<file path="src/design/ahfc_pkg.sv">
// Shared types, codes and helper function of the ASCII hex frame checker.
// No dependencies; the design files that use it refer to it by scoped names.
package ahfc_pkg;

    localparam logic [7:0] START_CHAR  = 8'h7E;
    localparam logic [7:0] CR_CHAR     = 8'h0D;
    localparam logic [7:0] ASCII_ZERO  = 8'd48;
    localparam int         QUEUE_DEPTH = 4;

    // Index of the last digit of the header hex run (ADR, CID1, CID2, LEN).
    localparam logic [11:0] HDR_LAST_DIGIT = 12'd9;
    localparam logic [11:0] ADDR_DIGIT     = 12'd1;
    localparam logic [11:0] CID1_DIGIT     = 12'd3;
    localparam logic [11:0] CID2_DIGIT     = 12'd5;
    localparam logic [11:0] CHK_DIGITS     = 12'd4;

    typedef enum logic [2:0] {
        PH_HUNT,
        PH_VER1,
        PH_VER2,
        PH_HDR,
        PH_INFO,
        PH_CHK,
        PH_END
    } phase_t;

    typedef enum logic [2:0] {
        ST_OK      = 3'd0,
        ST_LEN_BAD = 3'd1,
        ST_CHK_BAD = 3'd2,
        ST_NO_CR   = 3'd3,
        ST_NOT_HEX = 3'd4
    } status_t;

    // A received byte after classification by the front end.
    typedef struct packed {
        logic [7:0] data;
        logic [3:0] hex_val;
        logic       hex_ok;
        logic       is_start;
        logic       is_cr;
    } entry_t;

    // One result item as held in the output register.
    typedef struct packed {
        logic        kind;
        logic [7:0]  info_char;
        status_t     status;
        logic [7:0]  major_version;
        logic [7:0]  minor_version;
        logic [7:0]  device_address;
        logic [7:0]  control_code;
        logic [7:0]  command_code;
        logic [11:0] info_length;
        logic [15:0] received_checksum;
        logic        frame_last;
    } result_t;

    // Returns {valid, value}; characters outside 0-9, A-F, a-f give value zero.
    function automatic logic [4:0] hex_decode(input logic [7:0] c);
        logic [4:0] r;
        begin
            r = 5'd0;
            if (c >= 8'h30 && c <= 8'h39)
            begin
                r = {1'b1, c[3:0]};
            end
            else if ((c >= 8'h41 && c <= 8'h46) || (c >= 8'h61 && c <= 8'h66))
            begin
                r = {1'b1, 4'(c[3:0] + 4'd9)};
            end
            return r;
        end
    endfunction

endpackage

</file>
<file path="src/design/ahfc_if.sv">


interface ahfc_out_if;
    logic        valid;
    logic        ready;
    logic        kind;
    logic [7:0]  info_char;
    logic [2:0]  status;
    logic [7:0]  major_version;
    logic [7:0]  minor_version;
    logic [7:0]  device_address;
    logic [7:0]  control_code;
    logic [7:0]  command_code;
    logic [11:0] info_length;
    logic [15:0] received_checksum;
    logic        frame_last;

    modport source (
        output valid, output kind, output info_char, output status,
        output major_version, output minor_version, output device_address,
        output control_code, output command_code, output info_length,
        output received_checksum, output frame_last, input ready
    );
    modport sink (
        input valid, input kind, input info_char, input status,
        input major_version, input minor_version, input device_address,
        input control_code, input command_code, input info_length,
        input received_checksum, input frame_last, output ready
    );
endinterface

</file>
<file path="src/design/ahfc_back.sv">
// Back end: frame state machine, header decode, checksums and result register.
// Depends on ahfc_pkg and ahfc_out_if.
module ahfc_back (
    input  logic             clk,
    input  logic             rst_n,
    input  logic             pop_valid,
    output logic             pop_ready,
    input  ahfc_pkg::entry_t entry,
    ahfc_out_if.source       result
);

    ahfc_pkg::phase_t  phase_reg, phase_next;
    logic [11:0]       digit_pos_reg, digit_pos_next;
    logic [15:0]       hex_acc_reg, hex_acc_next;
    logic [15:0]       run_sum_reg, run_sum_next;
    logic [7:0]        major_reg, major_next;
    logic [7:0]        minor_reg, minor_next;
    logic [7:0]        addr_reg, addr_next;
    logic [7:0]        cid1_reg, cid1_next;
    logic [7:0]        cid2_reg, cid2_next;
    logic [11:0]       ann_len_reg, ann_len_next;
    logic              hex_err_reg, hex_err_next;
    logic              res_valid_reg, res_valid_next;
    ahfc_pkg::result_t res_reg, res_next;

    logic              step;
    logic [15:0]       sum_add;
    logic [15:0]       acc_shift;
    logic              err_now;
    logic [11:0]       dp_inc;
    logic [5:0]        nib_sum;
    logic [3:0]        len_chk;
    logic              len_bad;
    logic              hdr_done;
    logic [15:0]       expect_sum;
    logic              emit_info;
    logic              emit_status;
    ahfc_pkg::status_t status_code;
    logic [15:0]       chk_value;

    // The back end advances whenever the result register is free or drains.
    assign pop_ready  = !res_valid_reg || result.ready;
    assign step       = pop_valid && pop_ready;

    assign sum_add    = run_sum_reg + {8'd0, entry.data};
    assign acc_shift  = {hex_acc_reg[11:0], entry.hex_val};
    assign err_now    = hex_err_reg || !entry.hex_ok;
    assign dp_inc     = digit_pos_reg + 12'd1;
    assign nib_sum    = {2'b00, acc_shift[3:0]} + {2'b00, acc_shift[7:4]}
                      + {2'b00, acc_shift[11:8]};
    assign len_chk    = 4'd0 - nib_sum[3:0];
    assign len_bad    = (acc_shift[15:12] != len_chk);
    assign hdr_done   = (digit_pos_reg >= ahfc_pkg::HDR_LAST_DIGIT);
    assign expect_sum = 16'd0 - run_sum_reg;

    // Next phase.
    always_comb
    begin
        phase_next = phase_reg;
        if (step)
        begin
            unique case (phase_reg)
                ahfc_pkg::PH_HUNT:
                begin
                    if (entry.is_start)
                    begin
                        phase_next = ahfc_pkg::PH_VER1;
                    end
                end
                ahfc_pkg::PH_VER1: phase_next = ahfc_pkg::PH_VER2;
                ahfc_pkg::PH_VER2: phase_next = ahfc_pkg::PH_HDR;
                ahfc_pkg::PH_HDR:
                begin
                    if (hdr_done)
                    begin
                        if (err_now || len_bad)
                        begin
                            phase_next = ahfc_pkg::PH_HUNT;
                        end
                        else if (acc_shift[11:0] == 12'd0)
                        begin
                            phase_next = ahfc_pkg::PH_CHK;
                        end
                        else
                        begin
                            phase_next = ahfc_pkg::PH_INFO;
                        end
                    end
                end
                ahfc_pkg::PH_INFO:
                begin
                    if (dp_inc >= ann_len_reg)
                    begin
                        phase_next = ahfc_pkg::PH_CHK;
                    end
                end
                ahfc_pkg::PH_CHK:
                begin
                    if (dp_inc >= ahfc_pkg::CHK_DIGITS)
                    begin
                        phase_next = ahfc_pkg::PH_END;
                    end
                end
                ahfc_pkg::PH_END: phase_next = ahfc_pkg::PH_HUNT;
                default:          phase_next = ahfc_pkg::PH_HUNT;
            endcase
        end
    end

    // Frame datapath and result selection.
    always_comb
    begin
        digit_pos_next = digit_pos_reg;
        hex_acc_next   = hex_acc_reg;
        run_sum_next   = run_sum_reg;
        major_next     = major_reg;
        minor_next     = minor_reg;
        addr_next      = addr_reg;
        cid1_next      = cid1_reg;
        cid2_next      = cid2_reg;
        ann_len_next   = ann_len_reg;
        hex_err_next   = hex_err_reg;
        emit_info      = 1'b0;
        emit_status    = 1'b0;
        status_code    = ahfc_pkg::ST_OK;
        chk_value      = 16'd0;
        if (step)
        begin
            unique case (phase_reg)
                ahfc_pkg::PH_HUNT:
                begin
                    if (entry.is_start)
                    begin
                        digit_pos_next = 12'd0;
                        hex_acc_next   = 16'd0;
                        run_sum_next   = 16'd0;
                        major_next     = 8'd0;
                        minor_next     = 8'd0;
                        addr_next      = 8'd0;
                        cid1_next      = 8'd0;
                        cid2_next      = 8'd0;
                        ann_len_next   = 12'd0;
                        hex_err_next   = 1'b0;
                    end
                end
                ahfc_pkg::PH_VER1:
                begin
                    run_sum_next = sum_add;
                    major_next   = entry.data - ahfc_pkg::ASCII_ZERO;
                end
                ahfc_pkg::PH_VER2:
                begin
                    run_sum_next   = sum_add;
                    minor_next     = entry.data - ahfc_pkg::ASCII_ZERO;
                    digit_pos_next = 12'd0;
                end
                ahfc_pkg::PH_HDR:
                begin
                    run_sum_next = sum_add;
                    hex_acc_next = acc_shift;
                    hex_err_next = err_now;
                    priority if (digit_pos_reg == ahfc_pkg::ADDR_DIGIT)
                    begin
                        addr_next = acc_shift[7:0];
                    end
                    else if (digit_pos_reg == ahfc_pkg::CID1_DIGIT)
                    begin
                        cid1_next = acc_shift[7:0];
                    end
                    else if (digit_pos_reg == ahfc_pkg::CID2_DIGIT)
                    begin
                        cid2_next = acc_shift[7:0];
                    end
                    else
                    begin
                        addr_next = addr_reg;
                    end
                    if (hdr_done)
                    begin
                        ann_len_next = acc_shift[11:0];
                        if (err_now)
                        begin
                            emit_status = 1'b1;
                            status_code = ahfc_pkg::ST_NOT_HEX;
                        end
                        else if (len_bad)
                        begin
                            emit_status = 1'b1;
                            status_code = ahfc_pkg::ST_LEN_BAD;
                        end
                        else
                        begin
                            digit_pos_next = 12'd0;
                            hex_acc_next   = 16'd0;
                        end
                    end
                    else
                    begin
                        digit_pos_next = dp_inc;
                    end
                end
                ahfc_pkg::PH_INFO:
                begin
                    run_sum_next = sum_add;
                    emit_info    = 1'b1;
                    if (dp_inc >= ann_len_reg)
                    begin
                        digit_pos_next = 12'd0;
                        hex_acc_next   = 16'd0;
                    end
                    else
                    begin
                        digit_pos_next = dp_inc;
                    end
                end
                ahfc_pkg::PH_CHK:
                begin
                    hex_acc_next   = acc_shift;
                    hex_err_next   = err_now;
                    digit_pos_next = dp_inc;
                end
                ahfc_pkg::PH_END:
                begin
                    emit_status = 1'b1;
                    chk_value   = hex_acc_reg;
                    priority if (hex_err_reg)
                    begin
                        status_code = ahfc_pkg::ST_NOT_HEX;
                    end
                    else if (hex_acc_reg != expect_sum)
                    begin
                        status_code = ahfc_pkg::ST_CHK_BAD;
                    end
                    else if (!entry.is_cr)
                    begin
                        status_code = ahfc_pkg::ST_NO_CR;
                    end
                    else
                    begin
                        status_code = ahfc_pkg::ST_OK;
                    end
                end
                default:
                begin
                    hex_err_next = hex_err_reg;
                end
            endcase
        end
    end

    // Result register: loaded when the step makes a result, else drained.
    always_comb
    begin
        res_next       = res_reg;
        res_valid_next = res_valid_reg;
        if (emit_info)
        begin
            res_next           = '0;
            res_next.info_char = entry.data;
            res_valid_next     = 1'b1;
        end
        else if (emit_status)
        begin
            res_next.kind              = 1'b1;
            res_next.info_char         = 8'd0;
            res_next.status            = status_code;
            res_next.major_version     = major_next;
            res_next.minor_version     = minor_next;
            res_next.device_address    = addr_next;
            res_next.control_code      = cid1_next;
            res_next.command_code      = cid2_next;
            res_next.info_length       = ann_len_next;
            res_next.received_checksum = chk_value;
            res_next.frame_last        = 1'b1;
            res_valid_next             = 1'b1;
        end
        else if (result.ready)
        begin
            res_valid_next = 1'b0;
        end
    end

    always_ff @(posedge clk or negedge rst_n)
    begin
        if (!rst_n)
        begin
            phase_reg     <= ahfc_pkg::PH_HUNT;
            res_valid_reg <= 1'b0;
        end
        else
        begin
            phase_reg     <= phase_next;
            res_valid_reg <= res_valid_next;
        end
    end

    // Frame fields are cleared by the start character, so they need no reset.
    always_ff @(posedge clk)
    begin
        digit_pos_reg <= digit_pos_next;
        hex_acc_reg   <= hex_acc_next;
        run_sum_reg   <= run_sum_next;
        major_reg     <= major_next;
        minor_reg     <= minor_next;
        addr_reg      <= addr_next;
        cid1_reg      <= cid1_next;
        cid2_reg      <= cid2_next;
        ann_len_reg   <= ann_len_next;
        hex_err_reg   <= hex_err_next;
        res_reg       <= res_next;
    end

    assign result.valid             = res_valid_reg;
    assign result.kind              = res_reg.kind;
    assign result.info_char         = res_reg.info_char;
    assign result.status            = res_reg.status;
    assign result.major_version     = res_reg.major_version;
    assign result.minor_version     = res_reg.minor_version;
    assign result.device_address    = res_reg.device_address;
    assign result.control_code      = res_reg.control_code;
    assign result.command_code      = res_reg.command_code;
    assign result.info_length       = res_reg.info_length;
    assign result.received_checksum = res_reg.received_checksum;
    assign result.frame_last        = res_reg.frame_last;

endmodule

</file>
<file path="src/flat_wrapper.sv">
// flat-port wrapper written by rule: the top's interface ports become plain ports
module ahfc_back_flat 
  (clk, rst_n, pop_valid, pop_ready, entry, result_valid, result_kind, result_info_char, result_status, result_major_version, result_minor_version, result_device_address, result_control_code, result_command_code, result_info_length, result_received_checksum, result_frame_last, result_ready);
  ahfc_out_if result_i ();
  input  logic clk;
  input  logic rst_n;
  input  logic pop_valid;
  output logic pop_ready;
  input  ahfc_pkg::entry_t entry;
  output wire logic [$bits(result_i.valid)-1:0] result_valid;
  output wire logic [$bits(result_i.kind)-1:0] result_kind;
  output wire logic [$bits(result_i.info_char)-1:0] result_info_char;
  output wire logic [$bits(result_i.status)-1:0] result_status;
  output wire logic [$bits(result_i.major_version)-1:0] result_major_version;
  output wire logic [$bits(result_i.minor_version)-1:0] result_minor_version;
  output wire logic [$bits(result_i.device_address)-1:0] result_device_address;
  output wire logic [$bits(result_i.control_code)-1:0] result_control_code;
  output wire logic [$bits(result_i.command_code)-1:0] result_command_code;
  output wire logic [$bits(result_i.info_length)-1:0] result_info_length;
  output wire logic [$bits(result_i.received_checksum)-1:0] result_received_checksum;
  output wire logic [$bits(result_i.frame_last)-1:0] result_frame_last;
  input wire logic [$bits(result_i.ready)-1:0] result_ready;
  assign result_valid = result_i.valid;
  assign result_kind = result_i.kind;
  assign result_info_char = result_i.info_char;
  assign result_status = result_i.status;
  assign result_major_version = result_i.major_version;
  assign result_minor_version = result_i.minor_version;
  assign result_device_address = result_i.device_address;
  assign result_control_code = result_i.control_code;
  assign result_command_code = result_i.command_code;
  assign result_info_length = result_i.info_length;
  assign result_received_checksum = result_i.received_checksum;
  assign result_frame_last = result_i.frame_last;
  assign result_i.ready = result_ready;
  ahfc_back u_core (.clk(clk), .rst_n(rst_n), .pop_valid(pop_valid), .pop_ready(pop_ready), .entry(entry), .result(result_i));
endmodule
</file>
<file path="config.mk">
export PLATFORM = sky130hd
export DESIGN_NAME = ahfc_back_flat
export DESIGN_NICKNAME = d
export VERILOG_FILES = /design/src/design/ahfc_pkg.sv /design/src/design/ahfc_if.sv /design/src/design/ahfc_back.sv /design/src/flat_wrapper.sv
export SDC_FILE = /design/constraint.sdc
export NUM_CORES = 1
export LEC_CHECK = 0
export BUFFER_PORTS_ARGS = -buffer_cell sky130_fd_sc_hd__buf_2
export CORE_MARGIN = 2
export CORE_UTILIZATION = 55
export DETAILED_ROUTE_END_ITERATION = 10
export HOLD_SLACK_MARGIN = 0.05
export PLACE_DENSITY_LB_ADDON = 0.1
export SLEW_MARGIN = 20
export SYNTH_ARGS = -nofsm -noshare
export SYNTH_HDL_FRONTEND = slang
export SYNTH_SLANG_ARGS = --single-unit
</file>
<file path="constraint.sdc">
create_clock -name clk -period 11.6 [get_ports clk]
set_input_delay 3.48 -clock clk [delete_from_list [all_inputs] [get_ports clk]]
set_output_delay 3.48 -clock clk [all_outputs]
set_load 0.01 [all_outputs]
</file>
==> results_dict.tcl, run 1 <==
set metrics [dict create \
    status "finished, final reports clean" \
    post_synth_edffs 53 \
    fp.dieH_um 130 \
    timing.hold.worst.class "register to register" \
    drtAntennaViolNets 0 \
    vias_per_cell 5.56 \
    ir_worst_vdd_v 0.000164 \
    cp-start-kind "input pin" \
    clock_latency_on_the_worst_skew_pair_ns 0.44 \
    power.total_mw 2.83 \
    worst-path-max-fanout 4 \
    hpwlAfterDp_um 14700 \
    grt_setup_unrepaired "false" \
    cts_buffer_depth 2 \
    post-cts-setup-buffers 0 \
    global_route.overflow_total 0 \
    cts_tree "done" \
    std_cell_rows 46 \
    nets 1041 \
    cts_repair_resize_count 0 \
    cts_hold_buffers 0 \
    max_cap_violations 0 \
    antenna-diode-count 0 \
    initial_utilization_pct 55.6 \
    synth_cells 910 \
    route.vias.total 6768 \
    worst_clock_skew_ns 0.0140 \
    final.setup.tns_ns 0 \
    timing_worst_slew_pin_value_ns 1.05 \
    clkTransAtPathRegs_ns 0.07 \
    synthToLayoutAreaGrowth_pct 13.7 \
    vias_in_the_first_global_route 6449 \
    timing.final.max_slew_violations 0 \
    power_density_nw_per_um2 285 \
    ys_ff_latch 181 \
    initial_antenna_violation_count 0 \
    drt_first_iter_violations 541 \
    top_level_ports 102 \
    finalSetupViolCount 0 \
    crit_path_class "input pin to primary output" \
    die-width_um 130 \
    synthesis.nets 963 \
    totalWireLength_um 21100 \
    drt-wirelength-per-cell_um 17.3 \
    cp_data_required_time_ns 8.12 \
    final_hold_viol_count 0 \
    coreArea_sq_um 15700 \
    htree_levels 4 \
    grt.total_usage_pct 26.0 \
    synth_top_area_cell "sky130_fd_sc_hd__dfxtp_1" \
    grt_pass1_wl_um 33900 \
    root_buffer_selected_by_cts "sky130_fd_sc_hd__clkbuf_16" \
    routabilityCongestion 0.863 \
    timing.critical_path.arrival_ns 3.89 \
    min_period_over_period_pct 63.5 \
    synth.yosys.warnings 0 \
    drt-pass1-iter-count 5 \
    final_layout_size_suffix_gt1_share_pct 17.6 \
    seq_area_frac_synth_pct 47.8 \
    synth_ff_type "sky130_fd_sc_hd__dfxtp_1" \
    synth_top_cell_area_share_pct 28.4 \
    synth.most_common_cell "sky130_fd_sc_hd__nor2_1" \
    dieArea_sq_um 16900 \
    worst_hold_path.num_cells 2 \
    max-slew-margin-rel_pct 29.7 \
    port_buffers 101 \
    max_freq_mhz 136 \
    reg2reg_depth 15 \
    grt_max_degree 54 \
    drc_errors 0 \
    post_synth.cell_area_avg_sq_um 9.60 \
    pleak_nw 4.13 \
    async_flop_share_pct 2.21 \
    cts_made_buffers 17 \
    cp-end-kind "primary output" \
    synth_cell_types 64 \
    synth_top_cells_by_area "sky130_fd_sc_hd__dfxtp_1 28%, sky130_fd_sc_hd__edfxtp_1 18%, sky130_fd_sc_hd__nor2_1 5.7%, sky130_fd_sc_hd__ha_1 4.3%, sky130_fd_sc_hd__a22o_1 3.3%" \
    netlist_area_before_placement_sq_um 8730 \
    synth_common_cells "133 x sky130_fd_sc_hd__nor2_1, 124 x sky130_fd_sc_hd__dfxtp_1, 73 x sky130_fd_sc_hd__nand2_1" \
    numClockSinks 181 \
    final.min_clock_period_ns 7.37 \
]
[stage by stage]
step           std cells  utilization (%)  hold WS, ns  instance area [sq um]  worst slack [ns]
2_1_floorplan        910                -        0.433                   8730              3.48
3_3_place_gp        1185             59.4        0.439                   9330              4.23
3_5_place_dp        1185             59.4        0.443                   9330              4.20
4_1_cts             1217             63.2        0.453                   9920              4.23
5_1_grt             1217             63.2        0.481                   9930              4.21
6_report            1217             63.2        0.452                   9930              4.23
[where the power goes]
group          switching (mW)  internal, mW  total (mW)
combinational           0.653         0.482        1.13
sequential              0.216         0.911        1.13
clock                   0.262         0.312       0.574
total                    1.13          1.71        2.83
[worst paths after layout]
check / endpoint / slack, ns / start
hold reg to reg: u_core.result.major_version[2] / 0.45 / u_core.result.major_version[2]
setup reg to reg: u_core.result.status[1] / 7.08 / u_core.hex_acc_reg[1]
setup / recovery: pop_ready / 4.23 / result_ready
hold / removal: u_core.result.major_version[2] / 0.45 / u_core.result.major_version[2]
max in group asynchronous: u_core.phase_reg[2] / 8.63 / rst_n
min in group asynchronous: u_core.result.valid / 2.84 / rst_n
[metal layers]
layer / vias up / GRT usage (%) / part of all wire (%)
li1: 3369 / - / -
met1: 3192 / 38.3 / 49
met2: 179 / 38.9 / 44
met3: 28 / 5.41 / 5.3
met4: 0 / 7.53 / 1.4
met5: - / 0 / 0
[cell usage in the layout (no fill, tap or decap), types with 5 or more instances in the layout]
cell                        instances
sky130_fd_sc_hd__xor2_1            17
sky130_fd_sc_hd__a211oi_1           9
sky130_fd_sc_hd__a22o_1            33
sky130_fd_sc_hd__nor3_2            21
sky130_fd_sc_hd__inv_6              5
sky130_fd_sc_hd__and3_1            14
sky130_fd_sc_hd__o2bb2ai_1         13
sky130_fd_sc_hd__a21o_1             5
sky130_fd_sc_hd__nand2b_1           5
sky130_fd_sc_hd__nand2_1           73
sky130_fd_sc_hd__nor2b_1            7
sky130_fd_sc_hd__ha_1              30
sky130_fd_sc_hd__nor4_1             6
sky130_fd_sc_hd__xnor2_1           30
sky130_fd_sc_hd__nand4_1            9
sky130_fd_sc_hd__o21ai_0           39
sky130_fd_sc_hd__buf_4              8
sky130_fd_sc_hd__inv_1             47
sky130_fd_sc_hd__clkbuf_16         19
sky130_fd_sc_hd__buf_2            101
sky130_fd_sc_hd__o21a_1            11
sky130_fd_sc_hd__nor3_1            16
sky130_fd_sc_hd__dfxtp_1          124
sky130_fd_sc_hd__a32o_1            12
sky130_fd_sc_hd__a21oi_1           27
sky130_fd_sc_hd__o211ai_1           8
sky130_fd_sc_hd__nand3_1           24
sky130_fd_sc_hd__and2_1            27
sky130_fd_sc_hd__nor2_1           133
sky130_fd_sc_hd__edfxtp_1          53
[kinds of logic (layout without fill, tap and decap cells)]
logic type / count (synthesis) / count (layout) / synth area share, %
fa+ha+maj: 34 / 34 / 5.21
xor+xnor: 50 / 50 / 5.42
buf+inv: 97 / 188 / 4.97
simple gates: 363 / 363 / 21.4
flops: 181 / 181 / 47.8
compound gates: 185 / 185 / 15.2
[final cells by class]
type                    instances  area (sq um)
repair buffers                109           566
clock buffers                  20           489
fillers                      1341          5780
inverters                      47           176
flip-flops and latches        181          4170
clock inverters                12           104
well taps                     216           270
multi-input cells             632          4150
[worst max-delay path, cell delays in order]
cell and delay, ns:
sky130_fd_sc_hd__buf_2 0.09, sky130_fd_sc_hd__nand2b_1 0.17, sky130_fd_sc_hd__buf_2 0.15
Note: power is estimated with default switching activity, not from simulation.
==> inputs of run 2 (changes only) <==
--- a/config.mk
+++ b/config.mk
@@ -5,9 +5,10 @@
 export SDC_FILE = /design/constraint.sdc
 export NUM_CORES = 1
 export LEC_CHECK = 0
+export ABC_AREA = 1
 export BUFFER_PORTS_ARGS = -buffer_cell sky130_fd_sc_hd__buf_2
 export CORE_MARGIN = 2
-export CORE_UTILIZATION = 55
+export CORE_UTILIZATION = 53
 export DETAILED_ROUTE_END_ITERATION = 10
 export HOLD_SLACK_MARGIN = 0.05
 export PLACE_DENSITY_LB_ADDON = 0.1
==> constraint.sdc (replaced) <==
create_clock -name clk -period 6.41 [get_ports clk]
set_input_delay 1.923 -clock clk [delete_from_list [all_inputs] [get_ports clk]]
set_output_delay 1.923 -clock clk [all_outputs]
set_load 0.01 [all_outputs]
==> run 2 against run 1 <==
  * Power rose by 83%
  * Die area is 5.3% higher
  * Synthesized area grew 1.6%
  * Sequential share of layout area fell by 0.63 points
  * Design area up 1.5%
==> results_dict.tcl, run 2 <==
set metrics [dict create \
    finalSetupViolCount 0 \
    cts_repair_resize_count 0 \
    drc_errors 0 \
    most_common_library_cell_in_the_layout_ignoring_fill_and_taps "sky130_fd_sc_hd__nand2_1" \
    netlist_area_before_placement_sq_um 8870 \
    post_synth_edffs 53 \
    cts_hold_buffers 0 \
    cp-start-kind "input pin" \
    dieArea_sq_um 17800 \
    synth_cells 1105 \
    mostFrequentLayoutCells "198 x sky130_fd_sc_hd__nand2_1, 158 x sky130_fd_sc_hd__inv_1, 124 x sky130_fd_sc_hd__dfxtp_1, 110 x sky130_fd_sc_hd__nand3_1, 101 x sky130_fd_sc_hd__buf_2" \
    initial_utilization_pct 53.9 \
    drtAntennaViolNets 0 \
    cts_tree "done" \
    synth.most_common_cell "sky130_fd_sc_hd__nand2_1" \
    synthToLayoutAreaGrowth_pct 13.6 \
    crit_path_class "input pin to register" \
    timing.critical_path.arrival_ns 4.85 \
    ir_worst_vdd_v 0.000301 \
    coreArea_sq_um 16500 \
    seq_area_frac_synth_pct 47.0 \
    vias_in_the_first_global_route 7012 \
    cts_made_buffers 17 \
    final_hold_viol_count 0 \
    synth.yosys.warnings 0 \
    std_cell_rows 47 \
    ys_ff_latch 181 \
    final_layout_size_suffix_gt1_share_pct 14.2 \
    drt-pass1-iter-count 5 \
    root_buffer_selected_by_cts "sky130_fd_sc_hd__clkbuf_16" \
    synth_top_area_cell "sky130_fd_sc_hd__dfxtp_1" \
    die-width_um 133 \
    final.min_clock_period_ns 4.70 \
    vias_per_cell 5.28 \
    min_period_over_period_pct 73.3 \
    critical_path.most_common_cell "sky130_fd_sc_hd__inv_1" \
    hpwlAfterDp_um 15600 \
    crit_chain "buf_2 -> inv_1 -> fa_1 -> ha_1 -> inv_1 -> fa_1 -> xnor2_1 -> nor3_1 -> nand3_2 -> nor2_1 -> inv_1 -> a21oi_2 -> nor2_1" \
    synth_ff_type "sky130_fd_sc_hd__dfxtp_1" \
    cp_data_required_time_ns 6.56 \
    grt.total_usage_pct 24.7 \
    max_cap_violations 0 \
    fp.dieH_um 133 \
    clkTransAtPathRegs_ns 0.07 \
    initial_antenna_violation_count 0 \
    synth_top_cells_by_area "sky130_fd_sc_hd__dfxtp_1 28%, sky130_fd_sc_hd__edfxtp_1 18%, sky130_fd_sc_hd__nand2_1 8.4%, sky130_fd_sc_hd__inv_1 6.7%, sky130_fd_sc_hd__nand3_1 6.2%" \
    synth_top_cell_area_share_pct 28.0 \
    crit_slowest_cell "sky130_fd_sc_hd__a21oi_2" \
    worst-path-max-fanout 16 \
    top_level_ports 102 \
    path_delay_family "adder cells" \
    timing_worst_slew_pin_value_ns 0.736 \
    cp-end-kind "register" \
    port_buffers 101 \
    cts_buffer_depth 2 \
    synth_common_cells "198 x sky130_fd_sc_hd__nand2_1, 158 x sky130_fd_sc_hd__inv_1, 124 x sky130_fd_sc_hd__dfxtp_1" \
    post_synth.cell_area_avg_sq_um 8.03 \
    synthesis.nets 1158 \
    pleak_nw 4.55 \
    post-cts-setup-buffers 0 \
    clock_latency_on_the_worst_skew_pair_ns 0.44 \
    grt_pass1_wl_um 35000 \
    timing.critical_path.slowest_cell_delay_ns 0.60 \
    timing.hold.worst.class "register to register" \
    route.vias.total 7525 \
    path_buf_inv 4 \
    totalWireLength_um 21400 \
    power.total_mw 5.20 \
    power_density_nw_per_um2 515 \
    grt_setup_unrepaired "false" \
    drt_first_iter_violations 584 \
    numClockSinks 181 \
    final.setup.tns_ns 0 \
    grt_max_degree 51 \
    synth_cell_types 47 \
    status "finished, final reports clean" \
    timing.final.max_slew_violations 0 \
    async_flop_share_pct 2.21 \
    max-slew-margin-rel_pct 50.9 \
    routabilityCongestion 0.832 \
    worst_clock_skew_ns 0.0180 \
    global_route.overflow_total 0 \
    drt-wirelength-per-cell_um 15.0 \
    nets 1247 \
    htree_levels 4 \
    max_freq_mhz 213 \
    antenna-diode-count 0 \
]
run 2: cell types whose count changed in the layout (fill, tap and decap cells not counted), moves of 21 or more:
cell,previous run,this run
sky130_fd_sc_hd__nor3_2,21,0
sky130_fd_sc_hd__and2_1,27,0
sky130_fd_sc_hd__a21oi_1,27,87
sky130_fd_sc_hd__nand3_1,24,110
sky130_fd_sc_hd__o22ai_1,0,27
sky130_fd_sc_hd__nand2_1,73,198
sky130_fd_sc_hd__nor2_1,133,99
sky130_fd_sc_hd__inv_1,47,158
sky130_fd_sc_hd__a22o_1,33,0
run 2: path summary, 6_finish.rpt:
path | from | slack (ns) | cells after the start | to
worst max register to register | u_core.hex_acc_reg[5] | 2.63 | 13 | u_core.hex_acc_reg[3]
worst min register to register | u_core.result.command_code[2] | 0.46 | 2 | u_core.result.command_code[2]
worst min-delay path | u_core.result.command_code[2] | 0.46 | 2 | u_core.result.command_code[2]
worst max-delay path | entry[5] | 1.71 | 13 | u_core.hex_acc_reg[3]
min in group asynchronous | rst_n | 1.29 | 1 | u_core.phase_reg[0]
max in group asynchronous | rst_n | 4.99 | 1 | u_core.phase_reg[1]
run 2: cells by family after synthesis:
| kind of cell | Yosys count | share of synthesized area (%) |
|---|---|---|
| compound gates | 214 | 13.5 |
| fa+ha+maj | 34 | 5.13 |
| flops | 181 | 47.0 |
| buf+inv | 205 | 9.47 |
| xor+xnor | 22 | 2.17 |
| simple gates | 449 | 22.7 |
run 2: cell type report:
cell class | count | area, sq um
clock buffers | 20 | 468
multi-input cells | 719 | 3880
repair buffers | 110 | 573
inverters | 165 | 622
fillers | 1501 | 6380
well taps | 220 | 275
flip-flops and latches | 181 | 4170
clock inverters | 10 | 88.8
run 2: metrics by stage:
step / area [sq um] / std cells / hold slack (ns) / setup WS (ns) / util, %
final: 10100 / 1425 / 0.459 / 1.71 / 61.2
after global routing: 10100 / 1425 / 0.478 / 1.46 / 61.2
after CTS: 10100 / 1425 / 0.463 / 1.72 / 61.2
after detailed placement: 9530 / 1395 / 0.451 / 1.31 / 57.9
after global placement: 9530 / 1395 / 0.447 / 1.37 / 57.9
after floorplan: 8870 / 1105 / 0.446 / 1.29 / -
run 2: worst reg2reg max path, stage by stage, from the launching register on:
cell	delay, ns
sky130_fd_sc_hd__edfxtp_1	0.52
sky130_fd_sc_hd__ha_1	0.34
sky130_fd_sc_hd__inv_1	0.05
sky130_fd_sc_hd__fa_1	0.45
sky130_fd_sc_hd__ha_1	0.20
sky130_fd_sc_hd__inv_1	0.07
sky130_fd_sc_hd__fa_1	0.43
sky130_fd_sc_hd__xnor2_1	0.14
sky130_fd_sc_hd__nor3_1	0.25
sky130_fd_sc_hd__nand3_2	0.13
sky130_fd_sc_hd__nor2_1	0.16
sky130_fd_sc_hd__inv_1	0.07
sky130_fd_sc_hd__a21oi_2	0.60
sky130_fd_sc_hd__nor2_1	0.10
run 2: metal layers:
layer | routed length, um | GRT usage, % | vias to the layer above
met3 | 1050 | 4.41 | 25
met4 | 232 | 6.32 | 0
met5 | 0 | 0 | -
met1 | 10500 | 35.2 | 3479
met2 | 9630 | 39.1 | 196
li1 | - | - | 3825
run 2: power by group:
part           total [mW]  switching, mW  leakage [nW]  internal, mW
clock network        1.00          0.465         0.277         0.537
registers            1.95          0.281          1.58          1.67
logic                2.24           1.45          2.69         0.793
